**src/hw/rtl/fsip_pkg.sv**
```systemverilog
// ---------------------------------------------------------------------------
// fsip_pkg: shared types and microcode for the integer format printer
// Transaction payloads, microcode word layout, the control store,
// the dispatch map and the character helpers.
// ---------------------------------------------------------------------------
package fsip_pkg;

  // transaction payloads
  typedef struct packed {
    logic [7:0]  format_char;
    logic [31:0] argument;
  } fsip_in_t;

  typedef struct packed {
    logic [7:0] out_char;
    logic       last;
  } fsip_out_t;

  // character codes
  localparam logic [7:0] CH_PERCENT = 8'h25;
  localparam logic [7:0] CH_SEL_C   = 8'h63;
  localparam logic [7:0] CH_SEL_D   = 8'h64;
  localparam logic [7:0] CH_SEL_X   = 8'h78;
  localparam logic [7:0] CH_ZERO    = 8'h30;
  localparam logic [7:0] CH_MINUS   = 8'h2d;
  localparam logic [7:0] CH_HEX_A   = 8'h37;  // 'A' minus ten

  // divide by ten through reciprocal multiply
  localparam logic [31:0] RECIP10    = 32'hCCCCCCCD;
  localparam int          RecipShift = 35;
  localparam int          QuotW      = 64 - RecipShift;

  // digit counts
  localparam int         DecDigits  = 10;
  localparam logic [3:0] HexLastIdx = 4'd7;  // eight hex digits, index 0..7
  localparam logic [3:0] DecLastCnt = 4'd1;

  // microcode address
  typedef logic [3:0] upc_t;
  localparam upc_t U_IDLE = 4'd0;
  localparam upc_t U_ECHO = 4'd1;
  localparam upc_t U_CHR  = 4'd2;
  localparam upc_t U_X0   = 4'd3;
  localparam upc_t U_X1   = 4'd4;
  localparam upc_t U_HEX  = 4'd5;
  localparam upc_t U_D0   = 4'd6;
  localparam upc_t U_DMUL = 4'd7;
  localparam upc_t U_DDIG = 4'd8;
  localparam upc_t U_DOUT = 4'd9;

  typedef enum logic [1:0] {EM_NONE, EM_ALWAYS, EM_NEG} emit_t;

  typedef enum logic [2:0] {
    CS_CH, CS_ARG, CS_MINUS, CS_ZERO, CS_LX, CS_HEX, CS_DEC
  } csel_t;

  typedef enum logic [2:0] {
    OP_NOP, OP_LOAD, OP_NEGATE, OP_MUL, OP_DIV_STEP, OP_HEX_SHIFT, OP_DEC_POP
  } op_t;

  typedef enum logic [2:0] {
    J_ALWAYS, J_DISPATCH, J_Q_NZ, J_HEX_MORE, J_DEC_MORE
  } jmp_t;

  typedef enum logic [1:0] {L_NONE, L_ALWAYS, L_EXIT} last_t;

  // one control word
  typedef struct packed {
    logic  take_in;
    emit_t emit;
    csel_t csel;
    op_t   op;
    jmp_t  jmp;
    last_t last;
    upc_t  tgt;
    upc_t  alt;
  } fsip_uword_t;

  // sequencer to datapath
  typedef struct packed {
    logic  go;
    logic  emit;
    logic  last;
    csel_t csel;
    op_t   op;
  } fsip_cmd_t;

  // datapath to sequencer
  typedef struct packed {
    upc_t disp;
    logic arg_neg;
    logic q_nz;
    logic hex_more;
    logic dec_more;
    logic out_free;
  } fsip_status_t;

  // control store
  function automatic fsip_uword_t ucode(upc_t a);
    fsip_uword_t w;
    w = '{take_in: 1'b0, emit: EM_NONE, csel: CS_CH, op: OP_NOP, jmp: J_ALWAYS,
          last: L_NONE, tgt: U_IDLE, alt: U_IDLE};
    case (a)
      U_IDLE: begin
        w.take_in = 1'b1;
        w.op      = OP_LOAD;
        w.jmp     = J_DISPATCH;
      end
      U_ECHO: begin
        w.emit = EM_ALWAYS;
        w.csel = CS_CH;
        w.last = L_ALWAYS;
      end
      U_CHR: begin
        w.emit = EM_ALWAYS;
        w.csel = CS_ARG;
        w.last = L_ALWAYS;
      end
      U_X0: begin
        w.emit = EM_ALWAYS;
        w.csel = CS_ZERO;
        w.tgt  = U_X1;
      end
      U_X1: begin
        w.emit = EM_ALWAYS;
        w.csel = CS_LX;
        w.tgt  = U_HEX;
      end
      U_HEX: begin
        w.emit = EM_ALWAYS;
        w.csel = CS_HEX;
        w.op   = OP_HEX_SHIFT;
        w.jmp  = J_HEX_MORE;
        w.last = L_EXIT;
        w.tgt  = U_HEX;
      end
      U_D0: begin
        w.emit = EM_NEG;
        w.csel = CS_MINUS;
        w.op   = OP_NEGATE;
        w.tgt  = U_DMUL;
      end
      U_DMUL: begin
        w.op  = OP_MUL;
        w.tgt = U_DDIG;
      end
      U_DDIG: begin
        w.op  = OP_DIV_STEP;
        w.jmp = J_Q_NZ;
        w.tgt = U_DMUL;
        w.alt = U_DOUT;
      end
      U_DOUT: begin
        w.emit = EM_ALWAYS;
        w.csel = CS_DEC;
        w.op   = OP_DEC_POP;
        w.jmp  = J_DEC_MORE;
        w.last = L_EXIT;
        w.tgt  = U_DOUT;
      end
      default: begin
        w.tgt = U_IDLE;
      end
    endcase
    return w;
  endfunction

  // entry point for the byte being accepted
  function automatic upc_t dispatch(logic pending, logic [7:0] ch);
    upc_t t;
    t = U_IDLE;
    if (!pending) begin
      if (ch != CH_PERCENT) t = U_ECHO;
    end else begin
      case (ch)
        CH_SEL_C: t = U_CHR;
        CH_SEL_D: t = U_D0;
        CH_SEL_X: t = U_X0;
        default:  t = U_IDLE;
      endcase
    end
    return t;
  endfunction

  // uppercase hex digit
  function automatic logic [7:0] hex_char(logic [3:0] n);
    return (n <= 4'd9) ? (CH_ZERO + {4'b0, n}) : (CH_HEX_A + {4'b0, n});
  endfunction

endpackage

```
**src/hw/rtl/fsip_seq.sv**
```systemverilog
// ---------------------------------------------------------------------------
// fsip_seq: microcode sequencer
// Step counter, control store lookup, the dispatch jump and two-way conditional jumps;
// holds the step while an input or an output slot is not available.
// ---------------------------------------------------------------------------
module fsip_seq (
  input  logic                  clk,
  input  logic                  rst,
  input  logic                  fmt_valid,
  input  fsip_pkg::fsip_status_t st,
  output fsip_pkg::fsip_cmd_t   cmd,
  output logic                  take_in
);

  fsip_pkg::upc_t      upc;
  fsip_pkg::upc_t      upc_next;
  fsip_pkg::fsip_uword_t uw;
  logic                taken;
  logic                emit_act;
  logic                go;

  // control store read
  assign uw      = fsip_pkg::ucode(upc);
  assign take_in = uw.take_in;

  // branch condition
  always_comb begin
    case (uw.jmp)
      fsip_pkg::J_ALWAYS:   taken = 1'b1;
      fsip_pkg::J_DISPATCH: taken = 1'b1;
      fsip_pkg::J_Q_NZ:     taken = st.q_nz;
      fsip_pkg::J_HEX_MORE: taken = st.hex_more;
      fsip_pkg::J_DEC_MORE: taken = st.dec_more;
      default:              taken = 1'b1;
    endcase
  end

  // step advances once input and output sides allow it
  assign emit_act = (uw.emit == fsip_pkg::EM_ALWAYS) ||
                    ((uw.emit == fsip_pkg::EM_NEG) && st.arg_neg);
  assign go = (!uw.take_in || fmt_valid) && (!emit_act || st.out_free);

  always_comb begin
    upc_next = upc;
    if (go) begin
      if (uw.jmp == fsip_pkg::J_DISPATCH) upc_next = st.disp;
      else if (taken)                     upc_next = uw.tgt;
      else                                upc_next = uw.alt;
    end
  end

  // command to the datapath
  always_comb begin
    cmd.go   = go;
    cmd.emit = emit_act;
    cmd.csel = uw.csel;
    cmd.op   = uw.op;
    case (uw.last)
      fsip_pkg::L_ALWAYS: cmd.last = 1'b1;
      fsip_pkg::L_EXIT:   cmd.last = !taken;
      default:            cmd.last = 1'b0;
    endcase
  end

  // step counter
  always_ff @(posedge clk) begin
    if (rst) begin
      upc <= fsip_pkg::U_IDLE;
    end else begin
      upc <= upc_next;
    end
  end

endmodule

```
**src/hw/rtl/fsip_dp.sv**
```systemverilog
// ---------------------------------------------------------------------------
// fsip_dp: formatter datapath
// Byte and value registers, divide-by-ten step, digit buffer,
// character select and the output register.
// ---------------------------------------------------------------------------
module fsip_dp (
  input  logic                   clk,
  input  logic                   rst,
  input  fsip_pkg::fsip_cmd_t    cmd,
  input  fsip_pkg::fsip_in_t     fmt_data,
  input  logic                   chr_stall,
  output fsip_pkg::fsip_status_t st,
  output logic                   chr_valid,
  output fsip_pkg::fsip_out_t    chr_data
);

  logic                          pending;
  logic [7:0]                    ch;
  logic [31:0]                   value;
  logic [fsip_pkg::QuotW-1:0]    q;
  logic [3:0]                    cnt;
  logic [3:0]                    dbuf [fsip_pkg::DecDigits];
  logic [63:0]                   prod;
  logic [3:0]                    qx10_lo;
  logic [3:0]                    rem;
  logic [3:0]                    rd_idx;
  logic [7:0]                    emit_char;

  // quotient by reciprocal, remainder from the low nibble only
  assign prod    = {32'b0, value} * {32'b0, fsip_pkg::RECIP10};
  assign qx10_lo = {q[0], 3'b000} + {q[2:0], 1'b0};
  assign rem     = value[3:0] - qx10_lo;
  assign rd_idx  = cnt - 4'd1;

  // status to the sequencer
  always_comb begin
    st.disp     = fsip_pkg::dispatch(pending, fmt_data.format_char);
    st.arg_neg  = value[31];
    st.q_nz     = (q != '0);
    st.hex_more = (cnt != fsip_pkg::HexLastIdx);
    st.dec_more = (cnt != fsip_pkg::DecLastCnt);
    st.out_free = !chr_valid || !chr_stall;
  end

  // character select
  always_comb begin
    case (cmd.csel)
      fsip_pkg::CS_CH:    emit_char = ch;
      fsip_pkg::CS_ARG:   emit_char = value[7:0];
      fsip_pkg::CS_MINUS: emit_char = fsip_pkg::CH_MINUS;
      fsip_pkg::CS_ZERO:  emit_char = fsip_pkg::CH_ZERO;
      fsip_pkg::CS_LX:    emit_char = fsip_pkg::CH_SEL_X;
      fsip_pkg::CS_HEX:   emit_char = fsip_pkg::hex_char(value[31:28]);
      fsip_pkg::CS_DEC:   emit_char = fsip_pkg::CH_ZERO + {4'b0, dbuf[rd_idx]};
      default:            emit_char = ch;
    endcase
  end

  // control registers
  always_ff @(posedge clk) begin
    if (rst) begin
      pending   <= 1'b0;
      cnt       <= '0;
      chr_valid <= 1'b0;
    end else begin
      if (cmd.go && cmd.emit) chr_valid <= 1'b1;
      else if (!chr_stall)    chr_valid <= 1'b0;
      if (cmd.go) begin
        case (cmd.op)
          fsip_pkg::OP_LOAD: begin
            pending <= !pending && (fmt_data.format_char == fsip_pkg::CH_PERCENT);
            cnt     <= '0;
          end
          fsip_pkg::OP_DIV_STEP:  cnt <= cnt + 4'd1;
          fsip_pkg::OP_HEX_SHIFT: cnt <= cnt + 4'd1;
          fsip_pkg::OP_DEC_POP:   cnt <= cnt - 4'd1;
          default: ;
        endcase
      end
    end
  end

  // payload registers
  always_ff @(posedge clk) begin
    if (cmd.go && cmd.emit) begin
      chr_data.out_char <= emit_char;
      chr_data.last     <= cmd.last;
    end
    if (cmd.go) begin
      case (cmd.op)
        fsip_pkg::OP_LOAD: begin
          ch    <= fmt_data.format_char;
          value <= fmt_data.argument;
        end
        fsip_pkg::OP_NEGATE: begin
          if (value[31]) value <= 32'd0 - value;
        end
        fsip_pkg::OP_MUL: q <= prod[63:fsip_pkg::RecipShift];
        fsip_pkg::OP_DIV_STEP: begin
          dbuf[cnt] <= rem;
          value     <= {{(32 - fsip_pkg::QuotW){1'b0}}, q};
        end
        fsip_pkg::OP_HEX_SHIFT: value <= {value[27:0], 4'b0000};
        default: ;
      endcase
    end
  end

  // digit counter stays within the buffer
  a_cnt_range: assert property (@(posedge clk) disable iff (rst)
    cnt <= 4'd10)
    else $error("digit counter out of range");

  // remainder of the divide step is a decimal digit
  a_rem_digit: assert property (@(posedge clk) disable iff (rst)
    (cmd.go && cmd.op == fsip_pkg::OP_DIV_STEP) |-> (rem <= 4'd9))
    else $error("divide step remainder is not a decimal digit");

  // never pop from an empty digit buffer
  a_pop_nonempty: assert property (@(posedge clk) disable iff (rst)
    (cmd.go && cmd.op == fsip_pkg::OP_DEC_POP) |-> (cnt != 4'd0))
    else $error("digit pop with empty buffer");

endmodule

```
**src/hw/rtl/format_string_integer_printer.sv**
```systemverilog
// ---------------------------------------------------------------------------
// format_string_integer_printer: printf-style integer formatter
// Takes one format byte with a 32-bit argument per transaction and
// produces the characters it causes, the final one marked by last.
// ---------------------------------------------------------------------------
// Usage:
//   fmt channel: format_char plus argument; a byte is taken only while the
//   sequencer sits in its fetch step, fmt_stall is high otherwise.
//   chr channel: one character per transaction, last set on the final one
//   of each input byte. '%' and unknown selectors produce no transaction.
// Steps per input byte:
//   echo and %c: the fetch step, then an emitting step; the character
//   is registered. '%' and unknown selectors use only the fetch step.
//   %x: '0', 'x', then eight hex digits, one per cycle while not stalled.
//   %d: a sign step ('-' if negative), then for each of up to 10 digits a
//   multiply-by-reciprocal step and a remainder step, then the digits leave
//   one per cycle from the digit buffer while the output is not stalled.
// Reset clears the step counter, the pending-percent flag, the digit counter and chr_valid.
// While chr_stall is high the held character stays on chr_data and the
// sequencer waits at its next emitting step.
// ---------------------------------------------------------------------------
module format_string_integer_printer (
  input  logic                clk,
  input  logic                rst,
  input  logic                fmt_valid,
  output logic                fmt_stall,
  input  fsip_pkg::fsip_in_t  fmt_data,
  output logic                chr_valid,
  input  logic                chr_stall,
  output fsip_pkg::fsip_out_t chr_data
);

  fsip_pkg::fsip_cmd_t    cmd;
  fsip_pkg::fsip_status_t st;
  logic                   take_in;

  // only the fetch step takes a transaction
  assign fmt_stall = !take_in;

  fsip_seq u_seq (
    .clk       (clk),
    .rst       (rst),
    .fmt_valid (fmt_valid),
    .st        (st),
    .cmd       (cmd),
    .take_in   (take_in)
  );

  fsip_dp u_dp (
    .clk       (clk),
    .rst       (rst),
    .cmd       (cmd),
    .fmt_data  (fmt_data),
    .chr_stall (chr_stall),
    .st        (st),
    .chr_valid (chr_valid),
    .chr_data  (chr_data)
  );

endmodule

```
**config.mk**
```make
export PLATFORM = sky130hd
export DESIGN_NAME = format_string_integer_printer
export DESIGN_NICKNAME = d
export VERILOG_FILES = /design/src/hw/rtl/fsip_pkg.sv /design/src/hw/rtl/fsip_seq.sv /design/src/hw/rtl/fsip_dp.sv /design/src/hw/rtl/format_string_integer_printer.sv
export SDC_FILE = /design/constraint.sdc
export NUM_CORES = 1
export LEC_CHECK = 0
export ABC_AREA = 1
export BUFFER_PORTS_ARGS = -buffer_cell sky130_fd_sc_hd__buf_2
export CAP_MARGIN = 5
export CORE_ASPECT_RATIO = 0.75
export CORE_MARGIN = 3
export CORE_UTILIZATION = 45
export DETAILED_ROUTE_END_ITERATION = 12
export HOLD_SLACK_MARGIN = 0.05
export PLACE_DENSITY_LB_ADDON = 0.05
export SYNTH_ARGS = -nofsm -noshare
export SYNTH_HDL_FRONTEND = slang
export SYNTH_SLANG_ARGS = --single-unit
```
**constraint.sdc**
```tcl
create_clock -name clk -period 12.6 [get_ports clk]
set_input_delay 0.63 -clock clk [delete_from_list [all_inputs] [get_ports clk]]
set_output_delay 0.63 -clock clk [all_outputs]
set_load 0.01 [all_outputs]
```
==> out/qor.yml, run 1 <==
cts:
  cts_setup_buffers: 0
  worstSkewPairLatency_ns: 0.46
  cts_buffer_depth: 2
  h-tree-depth: 4
  root_buffer: "clkbuf_16"
  cts_tree: "yes"
  numClockSinks: 128
  cts_resized: 0
  cts_hold_buf: 0
  cts_inserted_buffers: 17
  clk_pin_slew_worst_paths_ns: 0.06
routing:
  avgRoutedWirePerCell_um: 25.85
  wl_um: 103800
  viasPerCell: 5.355
  wl_met3_um: 14490
  drc: 0
  drt_first_pass_iters: 5
  routed.top_layer: "met5"
  m1WireLength_um: 46950
  antenna_left: 0
  dr_wl_met2_um: 39280
  vias: 21500
  drt_iter0_drc: 2107
timing:
  clock-skew-final_ns: 0.01395
  setup_tns_ns: 0
  finalSetupViolCount: 0
  period_minus_slack_ns: 7.914
  clock.fmax_mhz: 126.4
  rsz0062_at_grt: "no"
  slew_headroom_pct: 24.89
  drv_slew: 0
  tightest_slew_ns: 1.115
  hold_viol: 0
  min_period_over_period_pct: 62.81
synthesis:
  ys_ff_latch: 128
  syn_nets: 3984
  synth.top_cells.by_area: "fa_1 (30%), ha_1 (19%), edfxtp_1 (14%)"
  avgSynthCellArea_um2: 8.241
  postSynthCellCount: 3162
  yosys_warnings: 0
  ys_async_sr_fraction_pct: 0
  yosysTopAreaCell: "fa_1"
  ys_seq_area_share_pct: 14.37
  synth_enable_flop_cells: 118
  synth.distinct_cells: 45
  yosysTopAreaCellShare_pct: 29.73
  synth_flop_cell: "edfxtp_1"
  syn_area_um2: 26060
  synth.most_common_cell: "inv_1"
  yosys-top-cells-count: "inv_1 (883), nand2_1 (680), ha_1 (391), fa_1 (387), nor2_1 (162)"
critical_path:
  worstSetupEndpointType: "flip-flop"
  r2r_start: "u_dp.value[1]"
  arrival_ns: 8.13
  crit_top_cell: "fa_1"
  path_cells: "inv_1, ha_1, xor2_1, ha_1, or2_2, fa_1, fa_1, fa_1, fa_1, fa_1, inv_1, fa_1, inv_1, ha_1, nand2_1, nor2_1, nand2_1, inv_1, nand2_1, nand2_1, a21oi_1, nand3_1, nand2_1"
  critical-path-slowest-cell: "xor2_1"
  worst_r2r_path_depth: 23
  critPathKind: "flip-flop to flip-flop"
  cpPeakStageDelay_ns: 0.84
  ff2ff_setup_slack_ns: 4.69
  crit_required_ns: 12.81
  start_kind: "flip-flop"
  rr_endpoint: "u_dp.q[17]"
  cp_max_fo: 10
grt:
  antenna_found_initial: 3
  grt_use_total_pct: 34.45
  grt_max_degree: 33
  grt_pass1_vias: 21850
  gr-total-overflow: 0
  grt_pass1_wl_um: 149700
placement:
  dpl.hpwl_um: 91990
  port_buffers: 54
  place_congestion: 1.004
final_layout:
  multiInputGateArea_um2: 18870
  final_net_count: 4050
  area_delta_synth_final_pct: 7.034
  fillers: 5674
  drive_above_1_share_pct: 3.919
  final-seq-area_um2: 3744
worst_hold_path:
  hp-start: "fmt_data[37]"
  hp-class: "input port to flip-flop"
  worstHoldPathCells: 1
  min_to: "u_dp.ch[5]"
floorplanning:
  die_x_um: 283.9
  fp-row-count: 75
  io_pins: 55
  initial_utilization_pct: 46.05
  fp.dieH_um: 214.4
  core_um2: 56590
  design.die.area_um2: 60860
job:
  maxCapViolCount: 0
run_status:
  status: "finished clean"
## cell families (layout without fill, tap and decap cells)
| kind of cell | after synthesis | after routing | synth area share (%) |
|---|---|---|---|
| XOR/XNOR | 65 | 65 | 2.185 |
| flip-flops | 128 | 128 | 14.37 |
| AO/OA/AOI/OAI | 239 | 239 | 5.407 |
| other | 0 | 3 | 0 |
| adder cells (fa/ha/maj) | 778 | 778 | 48.51 |
| buffers and inverters | 914 | 993 | 13.21 |
| AND/OR/NAND/NOR | 1038 | 1038 | 16.33 |
## worst max path at each step
| stage | startpoint | end | slack (ns) | cells after the start |
|---|---|---|---|---|
| global placement | u_dp.value[7] | u_dp.q[5] | 4.86 | 21 |
| detailed placement | u_dp.value[1] | u_dp.q[21] | 4.95 | 24 |
| global route | u_dp.value[1] | u_dp.q[21] | 4.32 | 24 |
| CTS | u_dp.value[18] | u_dp.q[21] | 4.93 | 26 |
| finish | u_dp.value[1] | u_dp.q[17] | 4.69 | 23 |
| floorplan | u_dp.value[8] | u_dp.q[23] | 6.46 | 24 |
## per-layer routing
layer | up-vias | track usage [%]
li1 | 9759 | -
met1 | 10550 | 51.00
met2 | 1055 | 45.00
met3 | 121 | 15.15
met4 | 6 | 8.491
met5 | - | 3.828
## placed cells by master (no fill, tap or decap), types with 12 or more instances in the layout
master,count
buf_4,14
inv_1,883
nand2_1,680
o21bai_1,17
edfxtp_1,118
clkbuf_16,17
ha_1,391
nor3_1,39
o2111ai_1,23
xor2_1,53
xnor2_1,12
nand4_1,22
fa_1,387
a21oi_1,97
o21ai_0,66
buf_2,54
nor2_1,161
nand3_1,103
## state kept, by name (all words and copies together) (netlist names), 4 cells and up
register,count
u_seq.upc,4
u_dp.ch,8
u_dp.dbuf,40
u_dp.value,32
u_dp.cnt,4
u_dp.q,29
u_dp.chr_data,9
## through the flow
| stage | hold WS [ns] | instance area [um2] | cells | setup slack, ns | utilization [%] |
|---|---|---|---|---|---|
| floorplan | 0.4512 | 26060 | 3162 | 6.461 | - |
| global placement | 0.4749 | 27310 | 3979 | 4.859 | 48.27 |
| detailed placement | 0.4931 | 27310 | 3979 | 4.948 | 48.27 |
| CTS | 0.3528 | 27880 | 4011 | 4.929 | 49.28 |
| global route | 0.3552 | 27890 | 4013 | 4.319 | 49.28 |
| finish | 0.3738 | 27890 | 4014 | 4.686 | 49.29 |
## area by class of cell
| cell class | instances | area share, % |
|---|---|---|
| Clock inverter | 13 | 0.4980 |
| Multi-Input combinational cell | 2120 | 67.67 |
| Clock buffer | 19 | 1.552 |
| Tap cell | 770 | 3.454 |
| Timing Repair Buffer | 68 | 1.346 |
| Inverter | 893 | 12.03 |
| Antenna cell | 3 | 0.02692 |
| Sequential cell | 128 | 13.42 |
## worst max-delay path, delay by kind of cell (launching register included)
family,cells,cell delay (ns)
XOR/XNOR,1,0.84
buffers and inverters,4,0.41
adder cells (fa/ha/maj),9,4.22
AO/OA/AOI/OAI,1,0.10
AND/OR/NAND/NOR,8,1.36
flip-flops,1,0.74
Power of run 1 is not shown: default switching activity piles up to over one toggle a cycle in this logic, so the estimate is an artifact.
==> run 2: changes to the inputs <==
--- a/config.mk
+++ b/config.mk
@@ -5,7 +5,7 @@
 export SDC_FILE = /design/constraint.sdc
 export NUM_CORES = 1
 export LEC_CHECK = 0
-export ABC_AREA = 1
+export ABC_AREA = 0
 export BUFFER_PORTS_ARGS = -buffer_cell sky130_fd_sc_hd__buf_2
 export CAP_MARGIN = 5
 export CORE_ASPECT_RATIO = 0.75
==> constraint.sdc (replaced) <==
create_clock -name clk -period 7 [get_ports clk]
set_input_delay 0.35 -clock clk [delete_from_list [all_inputs] [get_ports clk]]
set_output_delay 0.35 -clock clk [all_outputs]
set_load 0.01 [all_outputs]
==> run 2 against run 1 <==
Net effect:
- the run now ends with negative setup slack left
- maximum frequency increased by 12%
- synthesized cell count is 27% lower
- die area is 8.5% lower
- worst hold slack lost 0.24 ns
- via count shrank 15%
- sequential cell count unchanged
- largest cell class unchanged
==> out/qor.yml, run 2 <==
synthesis:
  postSynthCellCount: 2306
  synth_enable_flop_cells: 118
  ys_seq_area_share_pct: 15.73
  yosysTopAreaCell: "fa_1"
  yosysTopAreaCellShare_pct: 32.55
  avgSynthCellArea_um2: 10.32
  syn_area_um2: 23800
  ys_async_sr_fraction_pct: 0
  synth.most_common_cell: "inv_1"
  synth_flop_cell: "edfxtp_1"
  syn_nets: 3128
  yosys_warnings: 0
  yosys-top-cells-count: "inv_1 (605), ha_1 (391), fa_1 (387), edfxtp_1 (118), nand2_1 (98)"
  synth.top_cells.by_area: "fa_1 (33%), ha_1 (21%), edfxtp_1 (15%)"
  synth.distinct_cells: 85
  ys_ff_latch: 128
worst_hold_path:
  hp-class: "input port to flip-flop"
  min_to: "u_dp.ch[7]"
  hp-start: "fmt_data[39]"
  worstHoldPathCells: 1
timing:
  setup_tns_ns: -0.2965
  tightest_slew_ns: 1.121
  period_minus_slack_ns: 7.085
  drv_slew: 0
  hold_slack_ns: 0.1361
  finalSetupViolCount: 7
  min_period_over_period_pct: 101.2
  slew_headroom_pct: 24.76
  clock-skew-final_ns: 0.02049
  clock.fmax_mhz: 141.1
  rsz0062_at_grt: "yes"
  layout_setup_ws_ns: -0.08541
  hold_viol: 0
floorplanning:
  io_pins: 55
  initial_utilization_pct: 45.87
  fp.dieH_um: 205.2
  die_x_um: 271.6
  fp-row-count: 72
  design.die.area_um2: 55710
  core_um2: 51890
cts:
  h-tree-depth: 4
  cts_buffer_depth: 2
  cts_tree: "yes"
  numClockSinks: 128
  root_buffer: "clkbuf_16"
  clk_pin_slew_worst_paths_ns: 0.07
  worstSkewPairLatency_ns: 0.45
  cts_inserted_buffers: 17
run_status:
  violations: "negative setup slack"
  status: "finished, violations left"
routing:
  vias: 18200
  drt_first_pass_iters: 8
  drc: 0
  avgRoutedWirePerCell_um: 24.06
  wl_um: 82580
  viasPerCell: 5.302
  drt_iter0_drc: 1750
  antenna_left: 0
critical_path:
  worstSetupEndpointType: "flip-flop"
  ff2ff_setup_slack_ns: -0.09
  crit_required_ns: 7.18
  cp_max_fo: 5
  rr_endpoint: "u_dp.q[24]"
  critPathKind: "flip-flop to flip-flop"
  start_kind: "flip-flop"
  r2r_start: "u_dp.value[7]"
  worst_r2r_path_depth: 26
  arrival_ns: 7.26
final_layout:
  fillers: 4660
  multiInputGateArea_um2: 18670
  final_net_count: 3537
  layout_common_cells: "inv_1 (572), fa_1 (368), buf_4 (354), ha_1 (332), edfxtp_1 (118)"
  drive_above_1_share_pct: 24.85
  reg.largest.list: "u_dp.dbuf (40), u_dp.value (32), u_dp.q (29)"
  top_register: "u_dp.dbuf"
  largest_register_ffs: 40
  area_delta_synth_final_pct: 23.53
  postLayoutCellArea_um2: 29400
  final_common_cell: "inv_1"
  final-seq-area_um2: 3744
placement:
  port_buffers: 54
  place_congestion: 0.9946
  dpl.hpwl_um: 72540
  place_area_um2: 27390
  place_ws_ns: -0.4819
grt:
  grt_pass1_wl_um: 123600
  grt_use_total_pct: 30.50
  grt_pass1_vias: 19010
  antenna_found_initial: 0
  grt_max_degree: 33
  gr-total-overflow: 0
job:
  maxCapViolCount: 0
-- run 2: metal layers --
metal | track usage [%] | part of all wire [%] | vias up
met2 | 42.03 | 40 | 665
met3 | 8.021 | 9.4 | 52
met5 | 0 | 0 | -
met4 | 4.558 | 1.2 | 0
li1 | - | - | 8266
met1 | 48.28 | 49 | 9213
-- run 2: kinds of logic (layout without fill, tap and decap cells) --
group	after synthesis	count (layout)	share of synthesized area [%]
AO/OA/AOI/OAI	299	299	8.779
XOR/XNOR	111	111	4.085
adder cells (fa/ha/maj)	778	778	53.11
buffers and inverters	649	1071	10.29
flip-flops	128	128	15.73
multiplexers	21	21	1.351
other	0	1	0
AND/OR/NAND/NOR	320	320	6.661
-- run 2: final cells by class --
| class | count | share of cell area [%] |
|---|---|---|
| Multi-Input combinational cell | 1529 | 63.49 |
| Sequential cell | 128 | 12.73 |
| Timing Repair Buffer | 432 | 11.01 |
| Inverter | 607 | 7.779 |
| Tap cell | 703 | 2.992 |
| Clock buffer | 17 | 1.447 |
| Clock inverter | 15 | 0.5447 |
| Antenna cell | 1 | 0.008511 |
-- run 2: critical path, cell delays in order, from the launching register on --
cell and delay (ns):
edfxtp_1 0.42, buf_4 0.18, ha_2 0.22, buf_4 0.16, xor2_1 0.16, ha_1 0.19, a21o_1 0.18, fa_1 0.55
inv_1 0.08, fa_1 0.52, inv_1 0.07, fa_2 0.59, fa_1 0.46, fa_1 0.42, fa_1 0.45, ha_4 0.30
a211oi_2 0.05, o21ai_1 0.16, o211ai_2 0.15, buf_6 0.15, a2111oi_4 0.31, buf_6 0.20, o21ai_4 0.09, a211oi_2 0.27
or3b_4 0.22, a21oi_4 0.07, xnor2_2 0.18
-- run 2: worst max path at each step --
stage	startpoint	end	cells past startpoint
3_5_place_dp	u_dp.value[21]	u_dp.q[8]	25
6_report	u_dp.value[7]	u_dp.q[24]	26
4_1_cts	u_dp.value[17]	u_dp.q[27]	26
2_1_floorplan	u_dp.value[7]	u_dp.q[27]	24
3_3_place_gp	u_dp.value[21]	u_dp.q[8]	25
5_1_grt	u_dp.value[7]	u_dp.q[25]	26
-- run 2: repair_timing --
item	in CTS	in global routing
pin swaps	32	65
hold endpoints to repair	0	0
setup buffers	14	24
gates resized for setup	108	118
endpoints found under the setup margin	26	27
hold buffers	0	0
-- run 2: per-stage QoR --
stage	instances	util, %
floorplan	2306	-
global placement	3364	52.79
detailed placement	3364	52.79
CTS	3410	55.17
global route	3431	56.66
finish	3432	56.66
Power of run 2 is left out for the same reason.
==> run 3: changes to the inputs <==
--- a/config.mk
+++ b/config.mk
@@ -14,6 +14,7 @@
 export DETAILED_ROUTE_END_ITERATION = 12
 export HOLD_SLACK_MARGIN = 0.05
 export PLACE_DENSITY_LB_ADDON = 0.05
+export RECOVER_POWER = 50
 export SYNTH_ARGS = -nofsm -noshare
 export SYNTH_HDL_FRONTEND = slang
 export SYNTH_SLANG_ARGS = --single-unit
==> run 3 against run 2 <==
Net effect:
- the run ends with max-capacitance violations, max-slew violations, negative setup slack left
- non-clock buffer count did not move
- first-iteration DRC count grew 3.1%
- sequential share of layout area is essentially flat
- clock skew is 0.0010 ns higher
- register-to-register slack got worse by 0.02 ns
- maximum frequency is 0.28% lower
- die area unchanged
==> out/qor.yml, run 3 (synthesized netlist as in run 2, its figures left out) <==
run_status:
  status: "finished, violations left"
  violations: "max-capacitance violations, max-slew violations, negative setup slack"
timing:
  period_minus_slack_ns: 7.105
  layout_setup_ws_ns: -0.1050
  clock.fmax_mhz: 140.7
  hold_viol: 0
  rsz0062_at_grt: "yes"
  clock-skew-final_ns: 0.02149
  min_period_over_period_pct: 101.5
  slew_headroom_pct: -46.29
  tightest_slew_ns: 2.194
  finalSetupViolCount: 7
  setup_tns_ns: -0.3731
  drv_slew: 30
  hold_slack_ns: 0.1915
placement:
  port_buffers: 54
  dpl.hpwl_um: 72540
  place_area_um2: 27390
  place_congestion: 0.9946
routing:
  antenna_left: 0
  wl_um: 82560
  drt_iter0_drc: 1805
  drc: 0
  drt_first_pass_iters: 8
  vias: 18240
  avgRoutedWirePerCell_um: 24.06
  viasPerCell: 5.316
final_layout:
  fillers: 4680
  layout_common_cells: "inv_1 (573), fa_1 (368), buf_4 (348), ha_1 (332), edfxtp_1 (118)"
  largest_register_ffs: 40
  postLayoutCellArea_um2: 29350
  final_net_count: 3537
  antenna_cells: 0
  area_delta_synth_final_pct: 23.33
  final_common_cell: "inv_1"
  drive_above_1_share_pct: 23.94
  reg.largest.list: "u_dp.dbuf (40), u_dp.value (32), u_dp.q (29)"
  top_register: "u_dp.dbuf"
critical_path:
  critical-path-slowest-cell: "fa_2"
  arrival_ns: 7.28
  crit_family: "adder cells"
  path_buf_inv: 6
  cp_max_fo: 6
  path_cells: "buf_4, inv_1, ha_1, ha_1, inv_1, fa_1, inv_1, fa_1, fa_2, fa_2, fa_1, fa_1, ha_4, o21ai_1, o21ai_1, o211ai_2, buf_6, a2111oi_4, buf_6, o21ai_4, a211oi_2, or3b_4, a21oi_4, xnor2_2"
  crit_required_ns: 7.17
  start_kind: "flip-flop"
  cpPeakStageDelay_ns: 0.62
  crit_top_cell: "fa_1"
  worstSetupEndpointType: "flip-flop"
  critPathKind: "flip-flop to flip-flop"
cts:
  cts_tree: "yes"
  cts_inserted_buffers: 17
  worstSkewPairLatency_ns: 0.45
  cts_buffer_depth: 2
  numClockSinks: 128
  h-tree-depth: 4
  root_buffer: "clkbuf_16"
  clk_pin_slew_worst_paths_ns: 0.07
grt:
  gr-total-overflow: 0
  grt_max_degree: 33
  grt_pass1_wl_um: 123600
  antenna_found_initial: 0
  grt_use_total_pct: 30.50
  grt_pass1_vias: 19010
floorplanning:
  die_x_um: 271.6
  initial_utilization_pct: 45.87
  design.die.area_um2: 55710
  fp-row-count: 72
  io_pins: 55
  core_um2: 51890
  fp.dieH_um: 205.2
job:
  maxCapViolCount: 1
worst_hold_path:
  hp-class: "input port to flip-flop"
## run 3: changes by cell type in the layout (fill, tap and decap cells not counted), moves of 2 or more
cell / delta
and2_1: -9
clkbuf_1: +23
clkbuf_4: +2
and2_0: +9
buf_4: -6
buf_2: -19
## run 3: what timing repair did
| item | 4_1_cts | 5_1_grt |
|---|---|---|
| gates cloned | 0 | 0 |
| endpoints found under the setup margin | 26 | 27 |
| gates resized for setup | 108 | 118 |
| buffers inserted | 14 | 24 |
| hold buffers | 0 | 0 |
| pin swaps | 32 | 65 |
## run 3: cell type report
| type | instances | area, um2 | share of cell area (%) |
|---|---|---|---|
| Clock buffer | 17 | 425.4 | 1.449 |
| Clock inverter | 15 | 160.2 | 0.5456 |
| Inverter | 607 | 2287 | 7.792 |
| Multi-Input combinational cell | 1529 | 18660 | 63.57 |
| Sequential cell | 128 | 3744 | 12.75 |
| Tap cell | 703 | 879.6 | 2.997 |
| Timing Repair Buffer | 432 | 3198 | 10.90 |
## run 3: routing by layer
layer | routed length (um) | track usage [%] | vias to the layer above
met1 | 40080 | 48.28 | 9188
met2 | 33090 | 42.03 | 727
met5 | 0 | 0 | -
met4 | 958 | 4.558 | 0
met3 | 8439 | 8.021 | 53
li1 | - | - | 8271
## run 3: final timing paths
check / start / endpoint / slack, ns / depth (start not counted)
setup / recovery: u_dp.value[4] / u_dp.q[24] / -0.11 / 24
hold / removal: chr_stall / u_dp.chr_valid / 0.19 / 3
setup reg to reg: u_dp.value[4] / u_dp.q[24] / -0.11 / 24
hold reg to reg: u_dp.pending / u_seq.upc[1] / 0.55 / 2
## run 3: through the flow
step | setup WS (ns) | util, % | std cells
2_1_floorplan | 0.05467 | - | 2306
3_3_place_gp | -0.4589 | 52.79 | 3364
3_5_place_dp | -0.4819 | 52.79 | 3364
4_1_cts | -0.06945 | 55.17 | 3410
5_1_grt | -0.2852 | 56.57 | 3431
6_report | -0.1050 | 56.57 | 3431
## run 3: tightest hold or removal path, stage by stage
cell and delay, ns:
buf_2 0.09, a21oi_1 0.07, nor2_1 0.08
Power of run 3 is left out for the same reason.
